### src/rtl/plst_pkg.sv
// Shared types and constants for the positional list store.
`timescale 1ns / 1ps

package plst_pkg;

    // List capacity and derived widths
    localparam int CAPACITY = 16;
    localparam int IDX_W    = (CAPACITY > 1) ? $clog2(CAPACITY) : 1;
    localparam int CNT_W    = $clog2(CAPACITY + 1);
    localparam int CMP_W    = 9;
    localparam int DATA_W   = 32;
    localparam int POS_W    = 8;
    localparam int LEN_W    = 5;
    localparam int OP_W     = 3;
    localparam int ST_W     = 2;
    localparam int S_DATA_W = 40;
    localparam int M_DATA_W = 40;

    typedef enum logic [OP_W-1:0] {
        OP_APPEND    = 3'd0,
        OP_INSERT    = 3'd1,
        OP_REM_LAST  = 3'd2,
        OP_REM_AT    = 3'd3,
        OP_DUMP      = 3'd4
    } op_t;

    typedef enum logic [ST_W-1:0] {
        ST_OK     = 2'd0,
        ST_EMPTY  = 2'd1,
        ST_BADPOS = 2'd2,
        ST_FULL   = 2'd3
    } status_t;

    typedef enum logic [0:0] {
        S_IDLE = 1'b0,
        S_DUMP = 1'b1
    } state_t;

    // Controller to datapath commands
    typedef struct packed {
        logic accept;
        logic dump_step;
    } cmd_t;

    // Datapath to controller status
    typedef struct packed {
        logic out_free;
        logic cnt_gt1;
        logic dump_end;
    } stat_t;

endpackage

### src/rtl/plst_ctrl.sv
// Controller state machine: input acceptance and dump sequencing.
`timescale 1ns / 1ps

module plst_ctrl
(
    input  logic                            clk,
    input  logic                            rst_n,
    input  logic                            s_tvalid,
    output logic                            s_tready,
    input  logic [plst_pkg::OP_W-1:0]       op,
    input  plst_pkg::stat_t                 stat,
    output plst_pkg::cmd_t                  cmd
);

    plst_pkg::state_t state_reg;
    plst_pkg::state_t state_next;

    // Hold the state
    always_ff @(posedge clk or negedge rst_n)
    begin
        if (!rst_n)
        begin
            state_reg <= plst_pkg::S_IDLE;
        end
        else
        begin
            state_reg <= state_next;
        end
    end

    // Decide next state and commands
    always_comb
    begin
        state_next    = state_reg;
        s_tready      = 1'b0;
        cmd.accept    = 1'b0;
        cmd.dump_step = 1'b0;
        case (state_reg)
            plst_pkg::S_IDLE:
            begin
                s_tready   = stat.out_free;
                cmd.accept = s_tvalid && stat.out_free;
                if (cmd.accept && (plst_pkg::op_t'(op) == plst_pkg::OP_DUMP) && stat.cnt_gt1)
                begin
                    state_next = plst_pkg::S_DUMP;
                end
            end
            plst_pkg::S_DUMP:
            begin
                cmd.dump_step = stat.out_free;
                if (stat.out_free && stat.dump_end)
                begin
                    state_next = plst_pkg::S_IDLE;
                end
            end
            default:
            begin
                state_next = plst_pkg::S_IDLE;
            end
        endcase
    end

`ifndef SYNTHESIS
    // No new beat is taken while a dump is still streaming
    a_no_accept_in_dump: assert property (@(posedge clk) disable iff (!rst_n)
        (state_reg == plst_pkg::S_DUMP) |-> !cmd.accept)
        else $error("input accepted during dump");

    // A dump only finishes on a step
    a_dump_exit: assert property (@(posedge clk) disable iff (!rst_n)
        ((state_reg == plst_pkg::S_DUMP) && (state_next == plst_pkg::S_IDLE)) |-> cmd.dump_step)
        else $error("dump left without a final step");
`endif

endmodule

### src/rtl/plst_dp.sv
// Datapath: element register file, count, dump index and output register.
`timescale 1ns / 1ps

module plst_dp
(
    input  logic                            clk,
    input  logic                            rst_n,
    input  logic [plst_pkg::OP_W-1:0]       op,
    input  logic [plst_pkg::DATA_W-1:0]     value,
    input  logic [plst_pkg::POS_W-1:0]      position,
    input  plst_pkg::cmd_t                  cmd,
    output plst_pkg::stat_t                 stat,
    input  logic                            m_tready,
    output logic                            m_tvalid,
    output logic [plst_pkg::ST_W-1:0]       status,
    output logic [plst_pkg::DATA_W-1:0]     element,
    output logic                            last,
    output logic [plst_pkg::LEN_W-1:0]      length
);

    logic [plst_pkg::DATA_W-1:0]  elem_reg  [plst_pkg::CAPACITY];
    logic [plst_pkg::DATA_W-1:0]  elem_next [plst_pkg::CAPACITY];
    logic [plst_pkg::CNT_W-1:0]   count_reg;
    logic [plst_pkg::CNT_W-1:0]   count_next;
    logic [plst_pkg::IDX_W-1:0]   dump_idx_reg;
    logic [plst_pkg::IDX_W-1:0]   dump_idx_next;
    logic                         valid_reg;
    logic [plst_pkg::ST_W-1:0]    status_reg;
    logic [plst_pkg::DATA_W-1:0]  element_reg;
    logic                         last_reg;
    logic [plst_pkg::LEN_W-1:0]   length_reg;

    logic                         load;
    plst_pkg::status_t            st;
    logic [plst_pkg::DATA_W-1:0]  el;
    logic                         lst;
    logic [plst_pkg::CMP_W-1:0]   pos_w;
    logic [plst_pkg::CMP_W-1:0]   cnt_w;
    logic [plst_pkg::IDX_W-1:0]   pidx;
    logic                         full;

    assign pos_w = plst_pkg::CMP_W'(position);
    assign cnt_w = plst_pkg::CMP_W'(count_reg);
    assign pidx  = plst_pkg::IDX_W'(position - plst_pkg::POS_W'(1));
    assign full  = (count_reg >= plst_pkg::CNT_W'(plst_pkg::CAPACITY));

    // Status towards the controller
    assign stat.out_free = !valid_reg || m_tready;
    assign stat.cnt_gt1  = (count_reg > plst_pkg::CNT_W'(1));
    assign stat.dump_end = ((plst_pkg::CNT_W'(dump_idx_reg) + plst_pkg::CNT_W'(1)) == count_reg);

    // Execute the operation and form the result beat
    always_comb
    begin
        elem_next     = elem_reg;
        count_next    = count_reg;
        dump_idx_next = dump_idx_reg;
        load          = 1'b0;
        st            = plst_pkg::ST_OK;
        el            = '0;
        lst           = 1'b1;
        if (cmd.accept)
        begin
            dump_idx_next = plst_pkg::IDX_W'(1);
            case (plst_pkg::op_t'(op))
                plst_pkg::OP_APPEND:
                begin
                    load = 1'b1;
                    if (full)
                    begin
                        st = plst_pkg::ST_FULL;
                    end
                    else
                    begin
                        elem_next[plst_pkg::IDX_W'(count_reg)] = value;
                        count_next = count_reg + plst_pkg::CNT_W'(1);
                    end
                end
                plst_pkg::OP_INSERT:
                begin
                    load = 1'b1;
                    if ((pos_w == '0) || (pos_w > (cnt_w + plst_pkg::CMP_W'(1))))
                    begin
                        st = plst_pkg::ST_BADPOS;
                    end
                    else if (full)
                    begin
                        st = plst_pkg::ST_FULL;
                    end
                    else
                    begin
                        // Shift entries at and above the slot up by one
                        for (int i = 1; i < plst_pkg::CAPACITY; i++)
                        begin
                            if (i > int'(pidx))
                            begin
                                elem_next[i] = elem_reg[i-1];
                            end
                        end
                        elem_next[pidx] = value;
                        count_next = count_reg + plst_pkg::CNT_W'(1);
                    end
                end
                plst_pkg::OP_REM_LAST:
                begin
                    load = 1'b1;
                    if (count_reg == '0)
                    begin
                        st = plst_pkg::ST_EMPTY;
                    end
                    else
                    begin
                        count_next = count_reg - plst_pkg::CNT_W'(1);
                    end
                end
                plst_pkg::OP_REM_AT:
                begin
                    load = 1'b1;
                    if (count_reg == '0)
                    begin
                        st = plst_pkg::ST_EMPTY;
                    end
                    else if ((pos_w == '0) || (pos_w > cnt_w))
                    begin
                        st = plst_pkg::ST_BADPOS;
                    end
                    else
                    begin
                        // Close the gap by shifting later entries down
                        for (int i = 0; i < plst_pkg::CAPACITY - 1; i++)
                        begin
                            if (i >= int'(pidx))
                            begin
                                elem_next[i] = elem_reg[i+1];
                            end
                        end
                        count_next = count_reg - plst_pkg::CNT_W'(1);
                    end
                end
                plst_pkg::OP_DUMP:
                begin
                    load = 1'b1;
                    if (count_reg == '0)
                    begin
                        st = plst_pkg::ST_EMPTY;
                    end
                    else
                    begin
                        el  = elem_reg[0];
                        lst = (count_reg == plst_pkg::CNT_W'(1));
                    end
                end
                default:
                begin
                    load = 1'b0;
                end
            endcase
        end
        else if (cmd.dump_step)
        begin
            load          = 1'b1;
            el            = elem_reg[dump_idx_reg];
            lst           = stat.dump_end;
            dump_idx_next = dump_idx_reg + plst_pkg::IDX_W'(1);
        end
    end

    // Hold the elements
    always_ff @(posedge clk)
    begin
        elem_reg <= elem_next;
    end

    // Advance count, dump index and output valid
    always_ff @(posedge clk or negedge rst_n)
    begin
        if (!rst_n)
        begin
            count_reg    <= '0;
            dump_idx_reg <= '0;
            valid_reg    <= 1'b0;
        end
        else
        begin
            count_reg    <= count_next;
            dump_idx_reg <= dump_idx_next;
            if (load)
            begin
                valid_reg <= 1'b1;
            end
            else if (m_tready)
            begin
                valid_reg <= 1'b0;
            end
        end
    end

    // Load the result beat
    always_ff @(posedge clk)
    begin
        if (load)
        begin
            status_reg  <= st;
            element_reg <= el;
            last_reg    <= lst;
            length_reg  <= plst_pkg::LEN_W'(count_next);
        end
    end

    assign m_tvalid = valid_reg;
    assign status   = status_reg;
    assign element  = element_reg;
    assign last     = last_reg;
    assign length   = length_reg;

`ifndef SYNTHESIS
    // Count stays within capacity
    a_count_range: assert property (@(posedge clk) disable iff (!rst_n)
        count_reg <= plst_pkg::CNT_W'(plst_pkg::CAPACITY))
        else $error("count above capacity");

    // A waiting beat is never overwritten
    a_no_overwrite: assert property (@(posedge clk) disable iff (!rst_n)
        (load && valid_reg) |-> m_tready)
        else $error("result beat overwritten");

    // Count only moves on an accepted beat
    a_count_moves: assert property (@(posedge clk) disable iff (!rst_n)
        (count_next != count_reg) |-> cmd.accept)
        else $error("count changed without an accepted beat");

    // Dump reads stay inside the list
    a_dump_idx: assert property (@(posedge clk) disable iff (!rst_n)
        cmd.dump_step |-> (plst_pkg::CNT_W'(dump_idx_reg) < count_reg))
        else $error("dump index past end of list");
`endif

endmodule

### src/rtl/positional_list_store.sv
// Top level of the positional list store: stream ports, controller and datapath.
`timescale 1ns / 1ps
// A result beat appears in the cycle after its input beat is accepted.
// Change operations take one input beat per cycle; a dump of N elements
// streams N beats, one per cycle, with the input held off until the last.
// The single output register sets the rate; downstream stalls back-pressure.
// Reset (rst_n low, asynchronous) empties the list and clears the output.

module positional_list_store
(
    input  logic                                clk,
    input  logic                                rst_n,
    input  logic                                s_tvalid,
    output logic                                s_tready,
    // value [31:0], position [39:32]
    input  logic [plst_pkg::S_DATA_W-1:0]       s_tdata,
    // operation [2:0]
    input  logic [plst_pkg::OP_W-1:0]           s_tuser,
    output logic                                m_tvalid,
    input  logic                                m_tready,
    // element [31:0], length [36:32], zeros [39:37]
    output logic [plst_pkg::M_DATA_W-1:0]       m_tdata,
    // status [1:0]
    output logic [plst_pkg::ST_W-1:0]           m_tuser,
    output logic                                m_tlast
);

    plst_pkg::cmd_t                 cmd;
    plst_pkg::stat_t                stat;
    logic [plst_pkg::DATA_W-1:0]    element;
    logic [plst_pkg::LEN_W-1:0]     length;

    plst_ctrl u_ctrl
    (
        .clk      (clk),
        .rst_n    (rst_n),
        .s_tvalid (s_tvalid),
        .s_tready (s_tready),
        .op       (s_tuser),
        .stat     (stat),
        .cmd      (cmd)
    );

    plst_dp u_dp
    (
        .clk      (clk),
        .rst_n    (rst_n),
        .op       (s_tuser),
        .value    (s_tdata[plst_pkg::DATA_W-1:0]),
        .position (s_tdata[plst_pkg::DATA_W+plst_pkg::POS_W-1:plst_pkg::DATA_W]),
        .cmd      (cmd),
        .stat     (stat),
        .m_tready (m_tready),
        .m_tvalid (m_tvalid),
        .status   (m_tuser),
        .element  (element),
        .last     (m_tlast),
        .length   (length)
    );

    // Pack the result beat
    assign m_tdata = {{(plst_pkg::M_DATA_W - plst_pkg::DATA_W - plst_pkg::LEN_W){1'b0}},
                      length, element};

endmodule

### config.mk
export PLATFORM = sky130hd
export DESIGN_NAME = positional_list_store
export DESIGN_NICKNAME = d
export VERILOG_FILES = /design/src/rtl/plst_pkg.sv /design/src/rtl/plst_ctrl.sv /design/src/rtl/plst_dp.sv /design/src/rtl/positional_list_store.sv
export SDC_FILE = /design/constraint.sdc
export NUM_CORES = 2
export LEC_CHECK = 0
export BUFFER_PORTS_ARGS = -buffer_cell sky130_fd_sc_hd__buf_2
export CAP_MARGIN = 20
export CORE_MARGIN = 1.5
export CORE_UTILIZATION = 40
export CTS_CLUSTER_SIZE = 10
export DETAILED_ROUTE_END_ITERATION = 8
export SYNTH_ARGS = -nofsm -noshare
export SYNTH_HDL_FRONTEND = slang
export SYNTH_HIERARCHICAL = 1
export SYNTH_SLANG_ARGS = --single-unit
### constraint.sdc
create_clock -name clk -period 8.2 [get_ports clk]
set_input_delay 1.64 -clock clk [delete_from_list [all_inputs] [get_ports clk]]
set_output_delay 1.64 -clock clk [all_outputs]
set_load 0.01 [all_outputs]
# Yosys cells after proc, flatten, opt, wreduce, memory -nomap -nowiden
# Cells that the tools add are included.
# word_totals
regBits,563
in_bits,47
out_inout_bits,45
wordCells,274
# classes
addsub,6
magnitude_cmp,39
n_eq_ne,26
muxes,140
bitwise,4
n_reduce_logical,35
# ops
cell,n
2-to-1 mux 32 bit,98
2-to-1 mux 512 bit,3
case mux 480 bit (3 select lines),1
bitwise mux 512 bit,2
2-to-1 mux 480 bit,2
demux 32 bit (select 4 bit),2
binary-select mux 32 bit (select 4 bit),1
AND reduction 8 bit,15
case mux 32 bit (2 select lines),1
> comparator 4 bit (first input constant),8
2-to-1 mux 5 bit,6
inequality test 2 x 1 -> 1 bit (second input constant),15
greater-or-equal comparator 4 bit (first input constant),7
greater-or-equal comparator 5 bit (second input constant),4
case mux 5 bit (4 select lines),1
greater-or-equal comparator 3 x 4 -> 1 bit (first input constant),4
> comparator 3 x 4 -> 1 bit (first input constant),4
2-to-1 mux 1 bit,15
inverter 4 -> 5 bit,3
less-than comparator 5 x 1 -> 1 bit (second input constant),2
inequality test 2 bit (second input constant),5
zero test 9 bit,1
greater-or-equal comparator 1 x 4 -> 1 bit (first input constant),2
greater-or-equal comparator 2 x 4 -> 1 bit (first input constant),2
other kinds (31),46

# Depth between registers and ports, before layout
# depth
word_depth,11
depth_mapped,13
ltp_nobuf,11

# Cells and area by module
# The synthesis kept the hierarchy.
# by_module_without_submodules
module,n_inst,cells_each,area_per_inst_um2,seq_area_each_um2
plst_dp,1,3698,38341.8,16826.1
plst_ctrl,1,7,72.6,25.0
positional_list_store,1,4,26.3,0.0

# Least setup slack after synthesis
# Ideal clock, no wire load.
# synth_timing
kind,input -> register
start,input port s_tdata[32] (netlist bit)
end,register u_dp/elem_reg[288] (netlist bit) (enable)
setup_time_ns,0.470
arrival_ns,5.938
required_time_ns,7.730
setup_slack_ns,1.792
path_stages,10
n_path_buf,2
path_cell_list,buf_2 inv_1 ha_1 and4_1 a41oi_1 or3_1 o221ai_1 o21ai_1 buf_4 a211oi_1
# synth_via
elab_chain_len,4
word_cells_on_any_way,11
classes_between,add/sub (1); order compare (3); eq/ne (3); reduce/logical (4)
# synth_rtl
element,line_no,rtl
from (decl),positional_list_store.sv:16,"input logic [plst_pkg::S_DATA_W-1:0] s_tdata,"
subtractor 4 x 1 -> 4 bit (tied with other cells),plst_dp.sv:44,assign pidx = plst_pkg::IDX_W'(position - plst_pkg::POS_W'(1));
greater-or-equal comparator 3 x 4 -> 1 bit (tied with other cells),plst_dp.sv:132,if (i >= int'(pidx))
inequality test 2 x 1 -> 1 bit (no source line) or inequality test 2 bit (tied branches),-,
AND reduction 8 bit (no source line) (*),-,
to (signal assigned),plst_dp.sv:171,elem_reg <= elem_next;
to (decl),plst_dp.sv:21,logic [plst_pkg::DATA_W-1:0] elem_reg [plst_pkg::CAPACITY];
# Mark *: on every way between the ends. The rest lies on a longest branch, timed or not.
# A chain may end at the register's enable or synchronous reset.

# Worst setup path after layout
# layout_timing
start,register u_dp/count_reg[2] (netlist bit)
end,register u_dp/elem_reg[260] (netlist bit) (enable)
# layout_via
elab_chain_len,5
word_cells_on_any_way,13
classes_between,add/sub (1); order compare (3); eq/ne (5); reduce/logical (4)
# layout_rtl
element,line_no,rtl
from (decl),plst_dp.sv:23,logic [plst_pkg::CNT_W-1:0] count_reg;
from (signal assigned),plst_dp.sv:185,count_reg <= count_next;
adder 5 x 1 -> 6 bit,plst_dp.sv:82,if ((pos_w == '0) || (pos_w > (cnt_w + plst_pkg::CMP_W'(1))))
> comparator 8 x 6 -> 1 bit,plst_dp.sv:82,
logical OR 1 bit,plst_dp.sv:82,
inequality test 2 bit (no source line),-,
AND reduction 8 bit (no source line) (*),-,
# Marks and branches as above.

==> key figures <==
Outcome
  • Run status: complete, no violations

Route
  • Routed WL: about 160,000 um
  • Via density per instance: between 7 and 8
  • Initial DRC Count: between 5,000 and 6,000
  • Detailed-route wire length per cell: between 30 and 40 um
  • DRC: 0
  • Drt first pass iters: 7
  • Antenna-violating nets left: 0
  • Total number of vias: ~35,000

Setup path
  • Critical path peak fanout: 22
  • Worst Setup Start Kind: register
  • Nature of the critical path endpoint: register
  • Data arrival, critical path: 6.01 ns
  • Setup Crit Path Kind: reg -> reg
  • R2r endpoint: u_dp/elem_reg[260]
  • R2R Setup Slk: roughly 2.5 ns
  • WP data required: 8.46 ns
  • Worst r2r src: u_dp/count_reg[2]
  • Worst R2R Path Depth: 13

Logic synthesis
  • Sequential cell area fraction in the yosys report: 0.4384
  • Fraction of registers with async set/reset: 0.01954
  • Mapped Area: around 38,000 um2
  • Post-synth EDFFs: about 550
  • Synth warnings: 6
  • Synth unique cells: 81
  • Leading register cell type out of synthesis: edfxtp_1
  • Syn Inst Count: around 3,700
  • Syn avg cell area: a little over 10 um2
  • Yosys reg bits: approximately 560

Place
  • Gp weighted congestion: between 0.8 and 0.9
  • Post-DP HPWL: slightly above 90,000 um
  • Dpl cell area: 39,930 um2
  • IO Port Bufs: between 80 and 90

Global routing
  • First-pass GRT wire length: between 200,000 and 250,000 um
  • Initial antenna violation count: 15
  • Vias in the first global route: around 33,000
  • GRT Overall Usage: 0.3207
  • Gr ovfl total: 0
  • Pin count of the biggest net entering global routing: about 160

Finish
  • Layout Nets: 3,587
  • # fillers: roughly 8,900
  • Cell area after layout: about 42,000 um2
  • P&R area growth vs syn: 9.579%
  • Share of cells above drive strength 1: 0.1447
  • Area occupied by multi-input gates: 20,250 um2
  • Register area: ~17,000 um2
  • Largest register FFs: 512

Clocking
  • # resized after CTS: 0
  • Setup Fix Bufs, Post-CTS: 0
  • # clock sinks: between 500 and 600
  • H-tree depth: 3
  • CTS Buf Count: 70
  • TritonCTS clock tree: done
  • CTS Root Cell: clkbuf_16
  • # hold bufs at CTS: 0
  • Clock Path Buffers: 3
  • Clk slew on worst S/H paths: about 0.05 ns
  • Clock latency on the worst-skew pair: around 0.66 ns

Floorplanning
  • Core area: around 95,000 um2
  • Vert. Die Dim: between 300 and 400 um
  • DIE WIDTH: roughly 310 um
  • Row count: approximately 110
  • Initial Util: 0.4040
  • Die area: between 90,000 and 100,000 um2
  • I/O Pins: 92

Job
  • Max_cap viols: 0

Timing
  • Period utilization: 0.7012
  • Fin. Hold Viols: 0
  • Rel. slew slack: 0.1894
  • Unrepaired setup endpoints after global routing: no
  • Peak Freq: around 170 MHz
  • Setup TNS after final layout: 0 ns
  • Clock Skew: 0.03824 ns
  • Worst Tran Pin Value: 1.216 ns
  • Pins Over Slew Limit: 0
  • Final min period: about 5.7 ns
  • Final setup viols: 0

Worst hold path
  • Path type of the worst min-delay path: reg -> reg
  • Worst hold endpoint: u_ctrl/state_reg
  • HP Start: u_ctrl/state_reg
  • Worst hold path depth: 1

Power
  • PD cells: between 200 and 250 nW/um2
  • Worst IR Drop VDD: approximately 0.26 mV
  • Leak pwr: around 14 nW
==> cell usage after synthesis, types with 4 or more instances <==
cell type,count,share of area
o211ai_1,6,0.0012
mux2i_1,287,0.075
clkbuf_1,340,0.033
o2bb2ai_1,32,0.0073
a221oi_1,4,0.00091
a211oi_1,39,0.0076
buf_1,30,0.0029
o22ai_1,35,0.0057
edfxtp_1,552,0.43
a22oi_1,128,0.025
o21bai_1,32,0.0062
a31oi_1,5,0.00081
a22o_1,33,0.0075
a221o_1,70,0.018
ha_1,20,0.0065
buf_2,62,0.0081
and2_1,6,0.00098
nand3_1,75,0.0098
or3_1,4,0.00065
xnor2_1,12,0.0027
buf_6,4,0.0012
o221ai_1,319,0.073
nand2_1,529,0.052
o21ai_0,178,0.023
nand2b_1,8,0.0013
nor3_1,41,0.0053
a21oi_1,262,0.034
a311o_1,32,0.0083
nor2b_1,6,0.00098
dfrtp_1,11,0.0072
mux4_2,160,0.094
buf_4,9,0.0018
inv_1,11,0.0011
nor2_1,256,0.025
o21ai_1,40,0.0052
and3_1,6,0.00098
==> area by class of cell <==
type	count	share of cell area
flip-flops and latches	563	0.4003
clock inverters	16	0.003980
inverters	13	0.001158
multi-input cells	2689	0.4807
diodes	1	0.00005941
clock buffers	95	0.04530
repair buffers	183	0.03095
well taps	1265	0.03758
==> per-layer routing <==
metal	track usage	part of all wire	up-vias
met5	0	0.00052	-
met4	0.1315	0.045	14
met3	0.1102	0.15	487
met2	0.4639	0.42	2934
met1	0.4378	0.38	17290
li1	-	-	14320
==> stage by stage <==
| stage | total power [W] | hold WS [ns] | instances | worst slack (ns) | util |
|---|---|---|---|---|---|
| 3_5_place_dp | 0.007101 | 0.5403 | 4708 | 2.111 | 0.4196 |
| 3_3_place_gp | 0.007067 | 0.5277 | 4708 | 2.166 | 0.4196 |
| 6_report | 0.01015 | 0.5429 | 4825 | 2.451 | 0.4427 |
| 5_1_grt | 0.01040 | 0.5815 | 4824 | 2.299 | 0.4427 |
| 4_1_cts | 0.01005 | 0.5533 | 4819 | 2.653 | 0.4415 |
| 2_1_floorplan | 0.005908 | 0.4953 | 3711 | 1.792 | - |
==> logic make-up (layout without fill, tap and decap cells) <==
family / Yosys count / count (layout) / share of synthesized area
fa+ha+maj: 20 / 20 / 0.006510
xor+xnor: 15 / 15 / 0.003418
buf+inv: 459 / 307 / 0.04853
mux: 447 / 447 / 0.1685
flops: 563 / 563 / 0.4384
other cells: 1 / 4 / 0.00009755
simple gates: 960 / 960 / 0.1032
compound gates: 1244 / 1244 / 0.2314
==> worst max path at each step <==
stage | startpoint | endpoint
2_1_floorplan | s_tdata[32] | u_dp/elem_reg[288]
3_3_place_gp | s_tdata[32] | u_dp/elem_reg[363]
3_5_place_dp | s_tdata[32] | u_dp/elem_reg[363]
4_1_cts | u_dp/count_reg[2] | u_dp/elem_reg[285]
5_1_grt | u_dp/count_reg[2] | u_dp/elem_reg[260]
6_report | u_dp/count_reg[2] | u_dp/elem_reg[260]
==> power breakdown <==
part	internal, W	switching [W]
clock network	0.00166	0.00132
logic	0.00135	0.00212
registers	0.00346	0.000233
==> worst max-delay path, cell delays in order (launching register included) <==
cell	delay [ns]
dfrtp_1	0.56
clkinv_1	0.30
nor2_1	0.61
nand2_1	0.20
xnor2_1	0.17
ha_1	0.20
a2111oi_2	0.45
a41oi_1	0.17
or3_1	0.40
o221ai_1	0.40
o21ai_4	0.09
buf_4	0.28
a221oi_4	0.82
buf_4	0.61
==> cells in the final DEF (no fill, tap or decap), types with 70 or more instances in the layout <==
cell type and instances:
mux4_2 160, nand3_1 73, o21ai_0 176, a221o_1 70
nand2_1 511, a21oi_1 257, buf_4 85, o221ai_1 319
clkbuf_16 72, a22oi_1 128, edfxtp_1 552, mux2i_1 287
buf_2 88, nor2_1 248
Power figures use the tool's default switching activity.
